## src/hw/rtl/jac_pkg.sv

```systemverilog
// Shared types, constants and helper functions for the joystick axis conditioner.
package jac_pkg;

    localparam int NumAxesDefault = 4;

    localparam int AxisW   = 2;
    localparam int SampleW = 16;
    localparam int RawW    = 12;
    localparam int PosW    = 16;
    localparam int CfgIdxW = 3;
    localparam int WideW   = PosW + 2;

    typedef logic [AxisW-1:0]        t_axis;
    typedef logic [SampleW-1:0]      t_sample;
    typedef logic [RawW-1:0]         t_raw;
    typedef logic signed [PosW-1:0]  t_pos;
    typedef logic signed [WideW-1:0] t_wide;
    typedef logic [CfgIdxW-1:0]      t_cfg_idx;

    // configuration register indexes
    localparam t_cfg_idx CFG_OFFSET_LX  = 3'd0;
    localparam t_cfg_idx CFG_OFFSET_LY  = 3'd1;
    localparam t_cfg_idx CFG_OFFSET_RX  = 3'd2;
    localparam t_cfg_idx CFG_OFFSET_RY  = 3'd3;
    localparam t_cfg_idx CFG_END_LOW    = 3'd4;
    localparam t_cfg_idx CFG_END_HIGH   = 3'd5;

    localparam t_raw AW_PREV_HIGH   = 12'd3850;
    localparam t_raw AW_NEW_LOW     = 12'd120;
    localparam t_raw AW_PREV_LOW    = 12'd250;
    localparam t_raw AW_NEW_HIGH    = 12'd3975;
    localparam t_raw RAW_MAX        = 12'd4095;
    localparam t_raw RAW_MID        = 12'd2048;
    localparam t_raw END_LOW_RESET  = 12'd10;
    localparam t_raw END_HIGH_RESET = 12'd4085;

    localparam t_pos POS_MAX     = 16'sh7FFF;
    localparam t_pos POS_MIN     = 16'sh8000;
    localparam t_pos POS_NEG_MAX = 16'sh8001;

    function automatic t_raw sat12(input t_sample s);
        t_raw res;
        res = (|s[SampleW-1:RawW]) ? RAW_MAX : s[RawW-1:0];
        return res;
    endfunction

    // Symmetric map of 0..4095 onto the signed 16-bit range.
    // Upper half: floor(d*32767/2047) = 16*d + floor(15*d/2047), where the
    // second term comes from a shift by 11 and one correction step.
    function automatic t_pos map_symmetric(input t_raw v);
        logic [RawW-2:0] d;
        logic [14:0]     x;
        logic [3:0]      q;
        logic [RawW-1:0] r;
        t_pos            res;
        d = v[RawW-2:0];
        x = {d, 4'b0000} - {4'b0000, d};
        q = x[14:11];
        r = {1'b0, x[10:0]} + {8'd0, q};
        if (r >= 12'd2047) begin
            q = q + 4'd1;
        end
        if (v == '0) begin
            res = POS_MIN;
        end else if (v == RAW_MAX) begin
            res = POS_MAX;
        end else if (v[RawW-1]) begin
            res = signed'({1'b0, d, 4'b0000} + {12'd0, q});
        end else begin
            res = signed'({1'b1, d, 4'b0000});
        end
        return res;
    endfunction

    function automatic t_pos clamp16(input t_wide x);
        t_pos res;
        if (x > t_wide'(POS_MAX)) begin
            res = POS_MAX;
        end else if (x < t_wide'(POS_MIN)) begin
            res = POS_MIN;
        end else begin
            res = x[PosW-1:0];
        end
        return res;
    endfunction

endpackage

```

## src/hw/rtl/joystick_axis_conditioner.sv

```systemverilog
// Joystick axis conditioner: median filter, anti-wrap, symmetric map, offset and end stops.
//
// One axis sample is taken per clock when the output side is not stalled. The sample
// is captured in an input register, then median, anti-wrap, mapping, offset clamp
// and end-stop logic run in one pass into the result register, which offers the result.
// The per-axis previous value lives in a small register file written, for a good read,
// as the sample moves into the result register, so a sample of the same axis right
// behind it already sees the new value. Configuration writes are always accepted and
// take effect at once; write them only while the block is idle.
module joystick_axis_conditioner #(
    parameter int NUM_AXES = jac_pkg::NumAxesDefault
) (
    input  logic               i_clk,
    input  logic               i_rst_n,

    input  logic               i_in_valid,
    output logic               o_in_ready,
    input  jac_pkg::t_axis     i_axis_sel,
    input  jac_pkg::t_sample   i_sample_first,
    input  jac_pkg::t_sample   i_sample_second,
    input  jac_pkg::t_sample   i_sample_third,
    input  logic               i_read_ok,

    output logic               o_out_valid,
    input  logic               i_out_ready,
    output jac_pkg::t_axis     o_axis_out,
    output jac_pkg::t_pos      o_position,
    output jac_pkg::t_raw      o_filtered_raw,

    input  logic               i_cfg_valid,
    output logic               o_cfg_ready,
    input  jac_pkg::t_cfg_idx  i_cfg_index,
    input  jac_pkg::t_pos      i_cfg_data
);
    import jac_pkg::*;

    // configuration
    t_pos r_offset [4];
    t_raw r_end_low;
    t_raw r_end_high;

    // per-axis filter state
    t_raw r_prev [NUM_AXES];

    // input register
    logic    r_in_valid;
    t_axis   r_in_axis;
    t_sample r_in_first;
    t_sample r_in_second;
    t_sample r_in_third;
    logic    r_in_ok;

    // result register
    logic  r_out_valid;
    t_axis r_out_axis;
    t_pos  r_out_pos;
    t_raw  r_out_filt;

    logic advance;
    t_raw s_a, s_b, s_c, s_lo, s_hi, s_med, s_prev;
    t_raw n_filt;
    t_pos s_mapped, s_signed, s_offset;
    t_wide s_diff;
    t_pos n_pos;
    logic s_is_y;

    assign advance    = r_in_valid && (!r_out_valid || i_out_ready);
    assign o_in_ready = !r_in_valid || advance;
    assign o_cfg_ready = 1'b1;

    always_ff @(posedge i_clk) begin
        if (!i_rst_n) begin
            for (int i = 0; i < 4; i++) begin
                r_offset[i] <= '0;
            end
            r_end_low  <= END_LOW_RESET;
            r_end_high <= END_HIGH_RESET;
        end else if (i_cfg_valid) begin
            unique case (i_cfg_index)
                CFG_OFFSET_LX: r_offset[0] <= i_cfg_data;
                CFG_OFFSET_LY: r_offset[1] <= i_cfg_data;
                CFG_OFFSET_RX: r_offset[2] <= i_cfg_data;
                CFG_OFFSET_RY: r_offset[3] <= i_cfg_data;
                CFG_END_LOW:   r_end_low   <= i_cfg_data[RawW-1:0];
                CFG_END_HIGH:  r_end_high  <= i_cfg_data[RawW-1:0];
                default: ;
            endcase
        end
    end

    always_ff @(posedge i_clk) begin
        if (!i_rst_n) begin
            r_in_valid <= 1'b0;
        end else if (o_in_ready) begin
            r_in_valid <= i_in_valid;
        end
    end

    always_ff @(posedge i_clk) begin
        if (i_in_valid && o_in_ready) begin
            r_in_axis   <= i_axis_sel;
            r_in_first  <= i_sample_first;
            r_in_second <= i_sample_second;
            r_in_third  <= i_sample_third;
            r_in_ok     <= i_read_ok;
        end
    end

    // previous value for this axis; axes without a slot behave as mid scale
    always_comb begin
        s_prev = RAW_MID;
        for (int i = 0; i < NUM_AXES; i++) begin
            if (int'(r_in_axis) == i) begin
                s_prev = r_prev[i];
            end
        end
    end

    always_comb begin
        s_a   = sat12(r_in_first);
        s_b   = sat12(r_in_second);
        s_c   = sat12(r_in_third);
        s_lo  = (s_a < s_b) ? s_a : s_b;
        s_hi  = (s_a < s_b) ? s_b : s_a;
        s_med = (s_c < s_lo) ? s_lo : ((s_c > s_hi) ? s_hi : s_c);

        // anti-wrap: a jump across the ends of the range sticks to the old side
        n_filt = s_med;
        if (s_prev > AW_PREV_HIGH && n_filt < AW_NEW_LOW) begin
            n_filt = RAW_MAX;
        end
        if (s_prev < AW_PREV_LOW && n_filt > AW_NEW_HIGH) begin
            n_filt = '0;
        end
        if (!r_in_ok) begin
            n_filt = s_prev;
        end

        s_is_y   = r_in_axis[0];
        s_offset = r_offset[r_in_axis];
        s_mapped = map_symmetric(n_filt);
        if (s_is_y) begin
            s_signed = (s_mapped == POS_MIN) ? POS_MAX : -s_mapped;
        end else begin
            s_signed = s_mapped;
        end
        if (!r_in_ok) begin
            s_signed = '0;
        end
        s_diff = {{(WideW-PosW){s_signed[PosW-1]}}, s_signed}
               - {{(WideW-PosW){s_offset[PosW-1]}}, s_offset};
        n_pos = clamp16(s_diff);

        if (r_in_ok) begin
            if (n_filt <= r_end_low) begin
                n_pos = s_is_y ? POS_MAX : POS_MIN;
            end else if (n_filt >= r_end_high) begin
                n_pos = s_is_y ? POS_NEG_MAX : POS_MAX;
            end
        end
    end

    always_ff @(posedge i_clk) begin
        if (!i_rst_n) begin
            for (int i = 0; i < NUM_AXES; i++) begin
                r_prev[i] <= RAW_MID;
            end
        end else if (advance && r_in_ok) begin
            for (int i = 0; i < NUM_AXES; i++) begin
                if (int'(r_in_axis) == i) begin
                    r_prev[i] <= n_filt;
                end
            end
        end
    end

    always_ff @(posedge i_clk) begin
        if (!i_rst_n) begin
            r_out_valid <= 1'b0;
        end else if (advance) begin
            r_out_valid <= 1'b1;
        end else if (i_out_ready) begin
            r_out_valid <= 1'b0;
        end
    end

    always_ff @(posedge i_clk) begin
        if (advance) begin
            r_out_axis <= r_in_axis;
            r_out_pos  <= n_pos;
            r_out_filt <= n_filt;
        end
    end

    assign o_out_valid    = r_out_valid;
    assign o_axis_out     = r_out_axis;
    assign o_position     = r_out_pos;
    assign o_filtered_raw = r_out_filt;

endmodule
```

## config.mk

```make
export PLATFORM = sky130hd
export DESIGN_NAME = joystick_axis_conditioner
export DESIGN_NICKNAME = d
export VERILOG_FILES = /design/src/hw/rtl/jac_pkg.sv /design/src/hw/rtl/joystick_axis_conditioner.sv
export SDC_FILE = /design/constraint.sdc
export NUM_CORES = 1
export LEC_CHECK = 0
export BUFFER_PORTS_ARGS = -buffer_cell sky130_fd_sc_hd__buf_2
export CORE_MARGIN = 5
export CORE_UTILIZATION = 40
export CTS_CLUSTER_DIAMETER = 50
export DETAILED_ROUTE_END_ITERATION = 10
export PLACE_DENSITY_LB_ADDON = 0.1
export SYNTH_ARGS = -nofsm -noshare
export SYNTH_HDL_FRONTEND = slang
export SYNTH_SLANG_ARGS = --single-unit
```

## constraint.sdc

```tcl
create_clock -name i_clk -period 17.8 [get_ports i_clk]
set_input_delay 3.56 -clock i_clk [delete_from_list [all_inputs] [get_ports i_clk]]
set_output_delay 3.56 -clock i_clk [all_outputs]
set_load 0.005 [all_outputs]
```

==> reports/qor.csv <==
metric,value,unit
outcome,completed,
max_cap viols,0,
vias,11115,
vias in the first global route,10890,
slew at the pin closest to its max-slew limit,1.13,ns
yosys warns,0,
root buf cell,clkbuf_16,
# IOs,108,
dpl cell area,15300,um2
fmax,61.4,MHz
setup violators final,0,
HP Start,r_end_high[1],
commonest cells in the netlist,"edfxtp_1, nor2_1, nand2_1, inv_1, ha_1",
area grow syn2layout,14.8,%
"antenna viol nets, final",0,
CTS tree,yes,
Hold Crit Class,flop to flop,
maximum VDD drop,63.2,uV
Worst Path Max Fanout,25,
pin count of the biggest net entering global routing,54,
fraction of the mapped netlist area in compound gates,17.4,%
via-per-instance ratio,5.66,
core area,35300,um2
switching power,0.000540,W
DRT iter0 DRCs,1073,
PortBufs,106,
Die W,199,um
Seq pwr share,36.6,%
fraction of final layout cells sized beyond drive strength 1,19.9,%
hold_buf cts,0,
drt pass-1 iters,5,
Final HPWL DP,31.8,mm
most frequent cell after synthesis,edfxtp_1,
Fin. Hold Viols,0,
Worst setup SP type,flop,
Fin Setup TNS,0,ns
RSZ-0062 raised after global routing,false,
# nets final,1643,
critical path endpoint category,flop,
largest family of logic cells by synthesized area,simple AND/OR/NAND/NOR gates,
first-pass GRT wire length,64.4,mm
Worst-path clk slew,0.06,ns
Sw Ratio,32.0,%
leading post-synthesis cells by cell area,"edfxtp_1, ha_1, mux4_2, dfxtp_1, and2_1",
Tot GR Track Use,21.1,%
"Cell Area, Synth",14200,um2
Power Dens Cells,103,nW/um2
Layout fillers,3341,
post-synthesis mux area share,5.80,%
TritonCTS Buffers,29,
average size of a mapped cell,10.3,um2
Initial Utilization,40.3,%
drt wl/cell,21.4,um
simple-gate area share of the yosys netlist,18.8,%
Clk pwr share,35.1,%
post-synthesis sequential area ratio,44.7,%
adder-cell share of the synthesized area,7.96,%
Synth cell types,108,
clk buf depth,3,
Overall Power,0.00169,W
clock insertion delay at the later pin of the skew report,0.56,ns
total grt overflow,0,
part of the cycle the worst path needs,91.5,%
post-route design area,16300,um2
leakage,6.43,nW
Slew Limit Headroom,24.7,%
Die Y,199,um
crit path kind,flop to flop,
ys async rst share,0,%
cell count after synthesis,1376,
WP buf/inv,7,
"area leader, netlist",edfxtp_1,
GP Congestion,0.935,
WL final,42.0,mm
#FFs+latches synth,221,
worst path required time,18.18,ns
cell mode on critical path,o21ai_0,
"Largest stage delay, worst path",0.78,ns
post-synthesis xor/xnor area fraction,0.861,%
ys flop type,edfxtp_1,
initial antenna violation count,1,
drt drc,0,
full die area,39500,um2
post-route minimum period,16.29,ns
number of synthesized flops with an enable pin,193,
clock sink count,221,
worst r2r src,r_in_second[13],
"delay-heaviest family, CP",compound AO/OA/AOI/OAI gates,
power share of the combinational group,28.4,%
skew final,0.0199,ns
"Slew Viols, Final",0,
H-tree depth,1,
CP Data Arrival Time,16.67,ns
CP startpoint,r_in_second[13],
row cnt,69,
Pint,0.00115,W
critical path's slowest cell,or4_1,
Synth top area share,40.7,%
Mapped Nets,1541,
==> layer usage <==
| layer | vias up | track usage (%) | share of wire, % |
|---|---|---|---|
| li1 | 5335 | - | - |
| met1 | 5391 | 31.5 | 48 |
| met2 | 331 | 32.2 | 44 |
| met3 | 58 | 3.59 | 6.1 |
| met4 | 0 | 4.76 | 2.0 |
| met5 | - | 0 | 0 |
==> final timing paths <==
check | end | slack [ns] | cells past startpoint
max reg2reg | o_position[9] | 1.51 | 68
max | o_position[9] | 1.51 | 68
min reg2reg | r_end_high[1] | 0.47 | 2
min | r_end_high[1] | 0.47 | 2
==> worst register-to-register path, delay by kind of cell, from the launching register on <==
family | cells | cell delay (ns)
compound gates | 33 | 7.22
mux | 3 | 0.86
simple gates | 18 | 4.29
buf+inv | 7 | 1.19
flops | 1 | 0.42
fa+ha+maj | 7 | 2.15
==> placed cells by master, fill, tap and decap left out, types with 6 or more instances in the layout <==
cell type,count
a211oi_1,9
a21boi_0,16
a21o_1,29
a21oi_1,61
a31oi_1,8
and2_1,75
and3_1,15
buf_2,106
buf_4,29
clkbuf_1,7
clkbuf_16,29
dfxtp_1,28
edfxtp_1,193
ha_1,89
inv_1,90
inv_2,6
mux2_2,7
mux2i_1,8
mux4_2,27
nand2_1,99
nand2b_1,18
nand3_1,29
nand4_1,24
nor2_1,121
nor2b_1,15
nor3_1,27
nor4_1,7
o211ai_1,19
o21a_1,9
o21ai_0,62
o21ai_1,18
o31ai_1,14
or2_2,20
or3_1,13
xnor2_1,7
xor2_1,7
==> kinds of logic after synthesis <==
| group | count (synthesis) |
|---|---|
| AND/OR/NAND/NOR | 505 |
| buffers and inverters | 161 |
| AO/OA/AOI/OAI | 338 |
| multiplexers | 46 |
| flip-flops | 221 |
| other | 1 |
| adder cells (fa/ha/maj) | 90 |
| XOR/XNOR | 14 |
==> power groups by stage <==
| stage | sequential, W | combinational [W] | clock (W) |
|---|---|---|---|
| final | 0.000616 | 0.000479 | 0.000591 |
| after global routing | 0.000619 | 0.000530 | 0.000627 |
| after detailed placement | 0.000627 | 0.000472 | 0 |
| after global placement | 0.000626 | 0.000475 | 0 |
| after floorplan | 0.000623 | 0.000344 | 0 |
| after CTS | 0.000617 | 0.000474 | 0.000603 |
==> sequential cells by signal, indices dropped and copies added (netlist names), named ones only <==
register        cells
o_filtered_raw     12
r_in_second        16
o_position         16
r_end_low          12
r_prev             48
r_in_third         16
o_axis_out          2
r_in_first         16
r_in_axis           2
r_in_valid          1
r_offset           64
r_end_high         12
o_out_valid         1
r_in_ok             1
==> what timing repair did <==
item | in CTS | in global routing
gates resized for setup | 0 | 9
setup endpoints to repair | 0 | 16
endpoints found under the hold margin | 0 | 0
setup buffers | 0 | 6
==> final cells by class <==
class / count / area, um2 / share of cell area [%]
multi-input cells: 994 / 7310 / 44.7
flip-flops and latches: 221 / 6360 / 38.9
clock buffers: 37 / 766 / 4.69
repair buffers: 135 / 748 / 4.58
well taps: 461 / 577 / 3.53
inverters: 97 / 364 / 2.23
clock inverters: 17 / 219 / 1.34
diodes: 1 / 2.50 / 0.0153
==> per-stage QoR <==
step | setup slack (ns) | std cells | hold WS [ns] | utilization [%]
floorplan | 3.69 | 1376 | 0.421 | -
detailed placement | 0.853 | 1902 | 0.461 | 43.3
CTS | 0.796 | 1956 | 0.469 | 46.1
global placement | 1.03 | 1902 | 0.455 | 43.3
global route | 0.0381 | 1962 | 0.487 | 46.3
finish | 1.51 | 1963 | 0.466 | 46.3
(Power assumes the default switching activity.)
